<file path="config.mk">
export PLATFORM = sky130hd
export DESIGN_NAME = utf8_stream_decoder_unit
export DESIGN_NICKNAME = d
export VERILOG_FILES = /design/src/rtl/utf8d_pkg.sv /design/src/rtl/utf8d_decode.sv /design/src/rtl/utf8d_emit.sv /design/src/rtl/utf8_stream_decoder_unit.sv
export SDC_FILE = /design/constraint.sdc
export NUM_CORES = 1
export LEC_CHECK = 0
export ABC_AREA = 0
export BUFFER_PORTS_ARGS = -buffer_cell sky130_fd_sc_hd__buf_2
export CORE_MARGIN = 3
export CORE_UTILIZATION = 60
export CTS_CLUSTER_DIAMETER = 80
export DETAILED_ROUTE_END_ITERATION = 7
export GPL_TIMING_DRIVEN = 1
export PLACE_DENSITY = 0.93
export SYNTH_ARGS = -nofsm -noshare
export SYNTH_HDL_FRONTEND = slang
export SYNTH_SLANG_ARGS = --single-unit
</file>
<file path="constraint.sdc">
create_clock -name i_clk -period 10.4 [get_ports i_clk]
set_input_delay 2.08 -clock i_clk [delete_from_list [all_inputs] [get_ports i_clk]]
set_output_delay 2.08 -clock i_clk [all_outputs]
set_load 0.005 [all_outputs]
</file>
<file path="src/rtl/utf8d_pkg.sv">
// Shared types and constants for the UTF-8 stream decoder.
// No dependencies; imported by every module under rtl/.
`timescale 1ns / 1ps
`default_nettype none

package utf8d_pkg;

    localparam int unsigned CP_W    = 21;
    localparam int unsigned CNT_W   = 3;
    localparam int unsigned TDATA_W = 24;
    localparam int unsigned TUSER_W = 2;

    localparam logic [CP_W-1:0] RPL_CP    = 21'h00FFFD;
    localparam logic [CP_W-1:0] CP_MAX    = 21'h10FFFF;
    localparam logic [CP_W-1:0] MIN_2BYTE = 21'h000080;
    localparam logic [CP_W-1:0] MIN_3BYTE = 21'h000800;
    localparam logic [CP_W-1:0] MIN_4BYTE = 21'h010000;

    // tuser bit positions on the result side
    localparam int unsigned TUSER_ERR = 0;
    localparam int unsigned TUSER_END = 1;

    // Pending sequence state
    typedef struct packed {
        logic [7:0]      lead_byte;
        logic [1:0]      bytes_needed;
        logic [1:0]      bytes_held;
        logic [CP_W-1:0] partial_value;
    } t_dec_state;

    // Results caused by one byte: err_cnt replacements, then an optional tail
    typedef struct packed {
        logic [CNT_W-1:0] err_cnt;
        logic             has_tail;
        logic             tail_end;
        logic [CP_W-1:0]  tail_cp;
    } t_burst;

endpackage

`default_nettype wire

</file>
<file path="src/rtl/utf8d_decode.sv">
// Byte decoder: sequence state register plus the per-byte decode logic.
// Depends on utf8d_pkg.
`timescale 1ns / 1ps
`default_nettype none

module utf8d_decode
    import utf8d_pkg::*;
(
    input  wire logic       i_clk,
    input  wire logic       i_rst_n,
    input  wire logic       i_commit,
    input  wire logic [7:0] i_byte,
    output t_burst          o_burst,
    output t_dec_state      o_state
);

    t_dec_state r_state;
    t_dec_state n_state;

    logic            w_pending;
    logic            w_cont;
    logic [CP_W-1:0] w_pv;
    logic [1:0]      w_needed_dec;
    logic [2:0]      w_held_inc;
    logic            w_bad;
    logic            w_fresh;
    logic [CNT_W-1:0] w_flush;

    always_comb begin
        w_pending    = (r_state.bytes_needed != 2'd0);
        w_cont       = (i_byte[7:6] == 2'b10);
        w_pv         = {r_state.partial_value[CP_W-7:0], i_byte[5:0]};
        w_needed_dec = r_state.bytes_needed - 2'd1;
        w_held_inc   = {1'b0, r_state.bytes_held} + 3'd1;

        // overlong / out-of-range check on a completed sequence
        if (r_state.lead_byte[7:5] == 3'b110) begin
            w_bad = (w_pv < MIN_2BYTE);
        end else if (r_state.lead_byte[7:4] == 4'b1110) begin
            w_bad = (w_pv < MIN_3BYTE);
        end else begin
            w_bad = (w_pv < MIN_4BYTE) || (w_pv > CP_MAX);
        end

        n_state          = r_state;
        o_burst.err_cnt  = '0;
        o_burst.has_tail = 1'b0;
        o_burst.tail_end = 1'b0;
        o_burst.tail_cp  = '0;
        w_fresh          = 1'b1;
        w_flush          = '0;

        if (w_pending) begin
            if (w_cont) begin
                w_fresh = 1'b0;
                if (w_needed_dec != 2'd0) begin
                    n_state.bytes_needed  = w_needed_dec;
                    n_state.bytes_held    = w_held_inc[1:0];
                    n_state.partial_value = w_pv;
                end else begin
                    n_state = '0;
                    if (w_bad) begin
                        o_burst.err_cnt = w_held_inc;
                    end else begin
                        o_burst.has_tail = 1'b1;
                        o_burst.tail_cp  = w_pv;
                    end
                end
            end else begin
                // broken sequence: flush held bytes, then decode afresh
                w_flush = {1'b0, r_state.bytes_held};
                n_state = '0;
            end
        end

        if (w_fresh) begin
            o_burst.err_cnt = w_flush;
            priority if (i_byte == 8'h00) begin
                o_burst.has_tail = 1'b1;
                o_burst.tail_end = 1'b1;
            end else if (i_byte[7] == 1'b0) begin
                o_burst.has_tail = 1'b1;
                o_burst.tail_cp  = {{(CP_W-8){1'b0}}, i_byte};
            end else if (i_byte[7:5] == 3'b110) begin
                n_state.lead_byte     = i_byte;
                n_state.bytes_needed  = 2'd1;
                n_state.bytes_held    = 2'd1;
                n_state.partial_value = {{(CP_W-5){1'b0}}, i_byte[4:0]};
            end else if (i_byte[7:4] == 4'b1110) begin
                n_state.lead_byte     = i_byte;
                n_state.bytes_needed  = 2'd2;
                n_state.bytes_held    = 2'd1;
                n_state.partial_value = {{(CP_W-4){1'b0}}, i_byte[3:0]};
            end else if (i_byte[7:3] == 5'b11110) begin
                n_state.lead_byte     = i_byte;
                n_state.bytes_needed  = 2'd3;
                n_state.bytes_held    = 2'd1;
                n_state.partial_value = {{(CP_W-3){1'b0}}, i_byte[2:0]};
            end else begin
                // stray continuation or F8-FF
                o_burst.err_cnt = w_flush + 3'd1;
            end
        end
    end

    always_ff @(posedge i_clk) begin
        if (!i_rst_n) begin
            r_state <= '0;
        end else if (i_commit) begin
            r_state <= n_state;
        end
    end

    assign o_state = r_state;

endmodule

`default_nettype wire

</file>
<file path="src/rtl/utf8d_emit.sv">
// Result register: holds one byte's results and hands them out one per beat.
// Depends on utf8d_pkg.
`timescale 1ns / 1ps
`default_nettype none

module utf8d_emit
    import utf8d_pkg::*;
(
    input  wire logic               i_clk,
    input  wire logic               i_rst_n,
    input  wire logic               i_load,
    input  wire t_burst             i_burst,
    output logic                    o_free,
    output logic                    o_tvalid,
    input  wire logic               i_tready,
    output logic [TDATA_W-1:0]      o_tdata,
    output logic [TUSER_W-1:0]      o_tuser,
    output logic                    o_tlast
);

    logic [CNT_W-1:0] r_left;
    logic [CNT_W-1:0] n_left;
    logic             r_has_tail;
    logic             r_tail_end;
    logic [CP_W-1:0]  r_tail_cp;
    logic             w_on_tail;
    logic             w_last_beat;

    assign w_last_beat = (r_left == CNT_W'(1));
    assign w_on_tail   = r_has_tail && w_last_beat;
    assign o_tvalid    = (r_left != '0);
    assign o_free      = (r_left == '0) || (w_last_beat && i_tready);
    assign o_tlast     = w_last_beat;
    assign o_tdata     = {{(TDATA_W-CP_W){1'b0}}, (w_on_tail ? r_tail_cp : RPL_CP)};
    assign o_tuser[TUSER_ERR] = !w_on_tail;
    assign o_tuser[TUSER_END] = w_on_tail && r_tail_end;

    always_comb begin
        n_left = r_left;
        if (o_tvalid && i_tready) begin
            n_left = r_left - CNT_W'(1);
        end
        if (i_load) begin
            n_left = i_burst.err_cnt + CNT_W'(i_burst.has_tail);
        end
    end

    always_ff @(posedge i_clk) begin
        if (!i_rst_n) begin
            r_left <= '0;
        end else begin
            r_left <= n_left;
        end
    end

    always_ff @(posedge i_clk) begin
        if (i_load) begin
            r_has_tail <= i_burst.has_tail;
            r_tail_end <= i_burst.tail_end;
            r_tail_cp  <= i_burst.tail_cp;
        end
    end

endmodule

`default_nettype wire

</file>
<file path="src/rtl/utf8_stream_decoder_unit.sv">
// Top level of the UTF-8 stream decoder: input register, decoder, result register.
// Depends on utf8d_pkg, utf8d_decode and utf8d_emit.
`timescale 1ns / 1ps
`default_nettype none

// Usage
//  - Slave stream: one raw UTF-8 byte per transaction; a zero byte ends the string.
//  - Master stream: one decoded code point per transaction. tuser bit 0 marks a
//    replacement (U+FFFD) for a malformed byte, bit 1 the end-of-string result.
//    tlast marks the final result caused by one input byte.
//  - A byte is held in an input register, decoded by one level of logic and its
//    results (up to four) parked in the result register. The first result is
//    shown once the byte has passed the input register into the result register.
//  - Throughput: one byte per cycle while each byte gives at most one result
//    and the receiver does not stall. A byte giving N results occupies the
//    result register for N beats; the input register keeps taking one more
//    byte meanwhile, then s_axis_tready drops until the burst drains.
//  - Bytes inside a multi-byte sequence give no result and pass at full rate.
//  - Reset (synchronous, active low) empties both registers and drops any
//    pending partial sequence.
//  - When the receiver stalls, the current result holds steady; the block
//    keeps one byte in hand and then back-pressures the source.

module utf8_stream_decoder_unit
    import utf8d_pkg::*;
(
    input  wire logic               i_clk,
    input  wire logic               i_rst_n,
    // tdata: [7:0] byte_in
    input  wire logic [7:0]         s_axis_tdata,
    input  wire logic               s_axis_tvalid,
    output logic                    s_axis_tready,
    // tdata: [20:0] code_point, [23:21] zero
    output logic [TDATA_W-1:0]      m_axis_tdata,
    // tuser: [0] is_error, [1] string_end
    output logic [TUSER_W-1:0]      m_axis_tuser,
    output logic                    m_axis_tlast,
    output logic                    m_axis_tvalid,
    input  wire logic               m_axis_tready
);

    logic       r_in_valid;
    logic [7:0] r_in_byte;
    logic       w_move;
    logic       w_load;
    logic       w_emit_free;
    logic       w_no_result;
    t_burst     w_burst;
    t_dec_state w_state;

    // decoder for the held byte
    utf8d_decode u_decode (
        .i_clk    (i_clk),
        .i_rst_n  (i_rst_n),
        .i_commit (w_move),
        .i_byte   (r_in_byte),
        .o_burst  (w_burst),
        .o_state  (w_state)
    );

    // a byte may leave the input register when its results fit or it has none
    assign w_no_result   = (w_burst.err_cnt == '0) && !w_burst.has_tail;
    assign w_move        = r_in_valid && (w_no_result || w_emit_free);
    assign w_load        = w_move && !w_no_result;
    assign s_axis_tready = !r_in_valid || w_move;

    always_ff @(posedge i_clk) begin
        if (!i_rst_n) begin
            r_in_valid <= 1'b0;
        end else if (s_axis_tready) begin
            r_in_valid <= s_axis_tvalid;
        end
    end

    always_ff @(posedge i_clk) begin
        if (s_axis_tready && s_axis_tvalid) begin
            r_in_byte <= s_axis_tdata;
        end
    end

    // result register and serialiser
    utf8d_emit u_emit (
        .i_clk    (i_clk),
        .i_rst_n  (i_rst_n),
        .i_load   (w_load),
        .i_burst  (w_burst),
        .o_free   (w_emit_free),
        .o_tvalid (m_axis_tvalid),
        .i_tready (m_axis_tready),
        .o_tdata  (m_axis_tdata),
        .o_tuser  (m_axis_tuser),
        .o_tlast  (m_axis_tlast)
    );

    // end-of-string result is always the final, error-free one of its byte
    a_end_is_last: assert property (@(posedge i_clk) disable iff (!i_rst_n)
        m_axis_tvalid && m_axis_tuser[TUSER_END] |-> m_axis_tlast && !m_axis_tuser[TUSER_ERR])
        else $error("string end result not last or flagged as error");

    // a decoded (non-replacement) code point is never above the Unicode range
    a_cp_range: assert property (@(posedge i_clk) disable iff (!i_rst_n)
        m_axis_tvalid && !m_axis_tuser[TUSER_ERR] |-> m_axis_tdata[CP_W-1:0] <= CP_MAX)
        else $error("decoded code point out of range");

    // pending sequence: held plus still needed always covers a 2..4 byte sequence
    a_seq_len: assert property (@(posedge i_clk) disable iff (!i_rst_n)
        w_state.bytes_needed != 2'd0 |->
            ({1'b0, w_state.bytes_needed} + {1'b0, w_state.bytes_held} >= 3'd2) &&
            (w_state.bytes_held != 2'd0))
        else $error("inconsistent pending sequence state");

    // a byte that yields results never leaves while the result register is busy
    a_no_overwrite: assert property (@(posedge i_clk) disable iff (!i_rst_n)
        w_load |-> w_emit_free)
        else $error("result register overwritten");

endmodule

`default_nettype wire

</file>
==> results.sh, run 1 <==
export IMPL_drcViolationCount=0
export IMPL_synthFlopType="edfxtp_1"
export IMPL_period_share=0.484
export IMPL_core_region_area_um2=4790
export IMPL_die_h_um=77.0
export IMPL_synth_edf_count=31
export IMPL_netlist_area_um2=3030
export IMPL_ctsLongestPathBuffers=2
export IMPL_tightest_slew_ps=1110
export IMPL_reg2reg_setup_slack_ps=7040
export IMPL_maxCapViolations=0
export IMPL_routed_wl_mm=6.62
export IMPL_num_antenna_cells=0
export IMPL_path_max_fanout=10
export IMPL_yosysSeqAreaShare=0.486
export IMPL_clock_sinks=58
export IMPL_cts_hold_buf=0
export IMPL_grt_antenna_before_repair=0
export IMPL_peakVddDrop_mv=0.114
export IMPL_grt_pass1_wl_mm=11.1
export IMPL_drive_above_1_share=0.218
export IMPL_slew_viol_final=0
export IMPL_avgSynthCellArea_um2=10.3
export IMPL_path_class="primary input to primary output"
export IMPL_drtAntennaViolNets=0
export IMPL_syn_to_final_growth_pct=13.4
export IMPL_die_w_um=77.0
export IMPL_leakagePower_nw=1.23
export IMPL_dpl_hpwl_mm=4.48
export IMPL_seq_area_um2=1470
export IMPL_first_iter_violations=199
export IMPL_cts_resized=0
export IMPL_fmax_mhz=199
export IMPL_endpoint_kind="primary output"
export IMPL_dr_pass1_iters=4
export IMPL_yosys_warnings=0
export IMPL_ys_ff_latch=58
export IMPL_cts_inserted_buffers=9
export IMPL_grt_pass1_vias=2268
export IMPL_fp_dieArea_um2=5930
export IMPL_cts_root_buffer="clkbuf_8"
export IMPL_syn_inst=294
export IMPL_min_period_ps=5030
export IMPL_grt_max_degree=32
export IMPL_hold_path_class="flop to flop"
export IMPL_final_nets=347
export IMPL_pin_count=41
export IMPL_num_rows=25
export IMPL_globalplace_congestion=0.976
export IMPL_via_count=2404
export IMPL_path_clk_slew_ps=60
export IMPL_ys_types=58
export IMPL_worstPathRequired_ps=8320
export IMPL_viasPerCell=6.04
export IMPL_synth_async_reset_ratio=0
export IMPL_avgRoutedWirePerCell_um=16.6
export IMPL_fillCellCount=344
export IMPL_status="complete, no violations"
export IMPL_p_per_area_nw_per_um2=200
export IMPL_cts_setup_buffers=0
export IMPL_grt_util_all_layers=0.240
export IMPL_finalPower_uw=684
export IMPL_io_buffers=37
export IMPL_max_slew_margin=0.259
export IMPL_finalHoldViolations=0
export IMPL_grt_ovfl_total=0
export IMPL_setup_viol=0
export IMPL_h_tree_depth=3
export IMPL_tns_ps=0
export IMPL_crit_arrival_ps=2950
export IMPL_cts_tree="done"
export IMPL_initial_core_util=0.632
export IMPL_clk_latency_ps=340
export IMPL_multiInputGateArea_um2=1430
export IMPL_fin_skew_ps=8.62
export IMPL_rsz0062_at_grt="false"
export IMPL_worstSetupStartpointType="primary input"
-- stage by stage --
stage	std cells	hold slack [ps]	util	worst slack, ps	instance area, um^2
floorplan	296	446	-	5610	3030
global placement	382	455	0.671	5400	3210
detailed placement	382	466	0.671	5370	3210
CTS	398	476	0.717	5360	3430
global route	398	509	0.717	5240	3430
finish	398	482	0.717	5370	3430
-- cell usage in the layout, fill, tap and decap left out, types with 3 or more instances in the layout --
| cell | n |
|---|---|
| and3_1 | 7 |
| and2_1 | 22 |
| o21ai_0 | 8 |
| inv_1 | 10 |
| o22ai_1 | 7 |
| nand2b_1 | 18 |
| nor4_1 | 5 |
| o32ai_2 | 3 |
| nor2_1 | 8 |
| a21oi_1 | 12 |
| ha_1 | 9 |
| dfxtp_1 | 27 |
| buf_2 | 37 |
| clkbuf_8 | 9 |
| o32ai_1 | 8 |
| xnor2_1 | 3 |
| nor3_1 | 7 |
| nand2_1 | 34 |
| edfxtp_1 | 31 |
| nand3_1 | 8 |
| a31oi_1 | 3 |
| conb_1 | 3 |
-- flip-flops by register name, summed over array words and instances, names as in the netlist --
name	count
u_emit.r_tail_end	1
u_emit.r_left	3
r_in_valid	1
u_emit.r_tail_cp	21
r_in_byte	8
u_emit.r_has_tail	1
u_decode.o_state	23
-- area by class of cell --
class | instances | area share
Timing Repair Buffer | 38 | 0.0562
Tap cell | 67 | 0.0244
Clock buffer | 9 | 0.0361
Clock inverter | 7 | 0.0274
Multi-Input combinational cell | 209 | 0.416
Inverter | 10 | 0.0109
Sequential cell | 58 | 0.429
-- cells by family after synthesis --
kind of cell               synth area share
buffers and inverters                0.0463
AOI/OAI and AO/OA                     0.182
xor gates and xnor gates             0.0116
other                               0.00124
adders and majority gates            0.0372
and+or+nand+nor                       0.232
muxes                               0.00331
DFF                                   0.486
-- Yosys cell counts (all sizes together) (9+ instances only) --
cell type   n  area [um^2]
a21oi      12         60.1
and2       23          145
buf        10         68.8
clkbuf      9         33.8
dfxtp      27          541
edfxtp     31          931
ha          9          113
inv        10         37.5
nand2      34          128
nand2b     18          113
o21ai      10         57.6
o32ai      11          119
-- where the power goes --
| group | internal, mW | total, mW | switching (mW) |
|---|---|---|---|
| clock network | 0.134 | 0.226 | 0.0914 |
| registers | 0.274 | 0.292 | 0.0183 |
| logic | 0.0588 | 0.167 | 0.108 |
| total | 0.467 | 0.684 | 0.218 |
-- worst paths after layout --
check                                     startpoint                    to  cells after the start
worst max-delay path                   m_axis_tready         s_axis_tready                      5
worst min-delay path            u_decode.o_state[24]  u_decode.o_state[24]                      2
worst max register to register  u_decode.o_state[23]          r_in_byte[3]                      8
worst min register to register  u_decode.o_state[24]  u_decode.o_state[24]                      2
-- routing by layer --
layer	up-vias	part of all wire	global-route usage	routed length [um]
met5	-	0	0	0
met2	129	0.48	0.385	3150
met4	0	0.027	0.123	181
met1	1107	0.41	0.301	2680
li1	1147	-	-	-
met3	21	0.091	0.0622	601
-- critical path: stages --
cell	delay [ps]
buf_2	110
nand2_1	60
and2_1	380
nand3_1	160
buf_2	160
Power figures use the tool's default switching activity.
==> inputs of run 2 (changes only) <==
--- a/config.mk
+++ b/config.mk
@@ -8,11 +8,11 @@
 export ABC_AREA = 0
 export BUFFER_PORTS_ARGS = -buffer_cell sky130_fd_sc_hd__buf_2
 export CORE_MARGIN = 3
-export CORE_UTILIZATION = 60
+export CORE_UTILIZATION = 57
 export CTS_CLUSTER_DIAMETER = 80
 export DETAILED_ROUTE_END_ITERATION = 7
 export GPL_TIMING_DRIVEN = 1
-export PLACE_DENSITY = 0.93
+export PLACE_DENSITY = 0.89
 export SYNTH_ARGS = -nofsm -noshare
 export SYNTH_HDL_FRONTEND = slang
 export SYNTH_SLANG_ARGS = --single-unit
==> constraint.sdc (replaced) <==
create_clock -name i_clk -period 5.1 [get_ports i_clk]
set_input_delay 1.02 -clock i_clk [delete_from_list [all_inputs] [get_ports i_clk]]
set_output_delay 1.02 -clock i_clk [all_outputs]
set_load 0.005 [all_outputs]
==> results.sh, run 2 (same netlist as run 1, synthesis figures left out) <==
export IMPL_routed_wl_mm=6.52
export IMPL_cts_tree="done"
export IMPL_fin_skew_ps=10.8
export IMPL_slew_viol_final=0
export IMPL_cts_inserted_buffers=9
export IMPL_path_max_fanout=17
export IMPL_pin_count=41
export IMPL_tns_ps=0
export IMPL_cts_root_buffer="clkbuf_8"
export IMPL_io_buffers=37
export IMPL_peakVddDrop_mv=0.204
export IMPL_grt_pass1_vias=2212
export IMPL_cts_setup_buffers=0
export IMPL_grt_pass1_wl_mm=10.8
export IMPL_grt_max_degree=32
export IMPL_p_sw_uw=436
export IMPL_syn_to_final_growth_pct=11.6
export IMPL_drive_above_1_share=0.211
export IMPL_die_h_um=78.9
export IMPL_path_clk_slew_ps=70
export IMPL_drtAntennaViolNets=0
export IMPL_dpl_hpwl_mm=4.65
export IMPL_via_count=2378
export IMPL_endpoint_kind="primary output"
export IMPL_setup_viol=0
export IMPL_final_common_cell="buf_2"
export IMPL_fin_util=0.687
export IMPL_place_ws_ps=1580
export IMPL_worstPathRequired_ps=4080
export IMPL_fillCellCount=380
export IMPL_clk_latency_ps=340
export IMPL_final_cell_mix="buf_2, nand2_1, edfxtp_1, dfxtp_1, and2_1"
export IMPL_grt_ovfl_total=0
export IMPL_hold_path_class="flop to flop"
export IMPL_rsz0062_at_grt="false"
export IMPL_dr_pass1_iters=5
export IMPL_first_iter_violations=237
export IMPL_grt_antenna_before_repair=0
export IMPL_fin_ws_ps=1210
export IMPL_status="complete, no violations"
export IMPL_avgRoutedWirePerCell_um=16.4
export IMPL_max_slew_margin=0.248
export IMPL_intPower_uw=853
export IMPL_initial_core_util=0.616
export IMPL_crit_start="u_decode.o_state[23]"
export IMPL_core_region_area_um2=4910
export IMPL_viasPerCell=5.97
export IMPL_r2r_start="u_decode.o_state[23]"
export IMPL_cts_resized=0
export IMPL_p_clk_frac=0.274
export IMPL_seq_power_share=0.462
export IMPL_die_w_um=78.9
export IMPL_globalplace_congestion=0.932
export IMPL_grt_util_all_layers=0.227
export IMPL_p_sw_frac=0.338
export IMPL_finalPower_mw=1.29
export IMPL_ctsLongestPathBuffers=2
export IMPL_min_period_ps=3890
export IMPL_largest_reg_flops=23
export IMPL_crit_arrival_ps=2870
export IMPL_p_per_area_nw_per_um2=382
export IMPL_num_rows=25
export IMPL_tightest_slew_ps=1130
export IMPL_reg2reg_setup_slack_ps=1740
export IMPL_clock_sinks=58
export IMPL_final_nets=347
export IMPL_maxCapViolations=0
export IMPL_worstSetupStartpointType="flop"
export IMPL_worst_hold_startpoint="u_decode.o_state[31]"
export IMPL_fp_dieArea_um2=6220
export IMPL_combPwrFrac=0.264
export IMPL_leakagePower_nw=1.20
export IMPL_path_class="flop to primary output"
export IMPL_num_antenna_cells=0
export IMPL_finalHoldViolations=0
export IMPL_whs_ps=474
export IMPL_fmax_mhz=257
export IMPL_drcViolationCount=0
export IMPL_cts_hold_buf=0
export IMPL_period_share=0.763
export IMPL_h_tree_depth=3
==> run 2: changes by cell type in the layout (fill, tap and decap cells not counted) <==
cell	change
bufinv_16	-2
clkbuf_1	+2
clkinv_4	-1
clkinvlp_4	+1
==> run 2: worst max-delay path, stage by stage (launching register included) <==
cell and delay [ps]:
dfxtp_1 360, inv_1 80, ha_1 420, nor3b_1 390
ha_1 300, or3_1 400, o211ai_4 130, o211ai_4 180
nand3_1 150, buf_2 130
==> run 2: per-layer routing <==
metal  vias up  GRT usage  wire (um)
met1      1094      0.303       2830
met5         -          0          0
met3        16     0.0476        565
met4         0      0.107        158
li1       1149          -          -
met2       119      0.354       2970
==> run 2: worst paths after layout <==
path | depth (start not counted) | to
worst max-delay path | 9 | s_axis_tready
worst min-delay path | 2 | u_decode.o_state[31]
worst max register to register | 9 | u_decode.o_state[11]
worst min register to register | 2 | u_decode.o_state[31]
==> run 2: cell type report <==
| cell class | instances | area [um^2] | area share |
|---|---|---|---|
| flip-flops and latches | 58 | 1470 | 0.436 |
| multi-input cells | 209 | 1430 | 0.423 |
| repair buffers | 38 | 193 | 0.0571 |
| clock buffers | 11 | 131 | 0.0389 |
| well taps | 67 | 83.8 | 0.0248 |
| inverters | 10 | 37.5 | 0.0111 |
| clock inverters | 5 | 32.5 | 0.00964 |
==> run 2: power groups by stage <==
stage / Clock (mW) / Combinational [mW] / Sequential, mW
2_1_floorplan: 0 / 0.260 / 0.588
3_3_place_gp: 0 / 0.320 / 0.600
3_5_place_dp: 0 / 0.334 / 0.603
4_1_cts: 0.359 / 0.336 / 0.593
5_1_grt: 0.386 / 0.375 / 0.602
6_report: 0.353 / 0.341 / 0.595
==> run 2: metrics by stage <==
step / area (um^2) / instances
2_1_floorplan: 3030 / 296
3_3_place_gp: 3210 / 382
3_5_place_dp: 3210 / 382
4_1_cts: 3380 / 398
5_1_grt: 3380 / 398
6_report: 3380 / 398
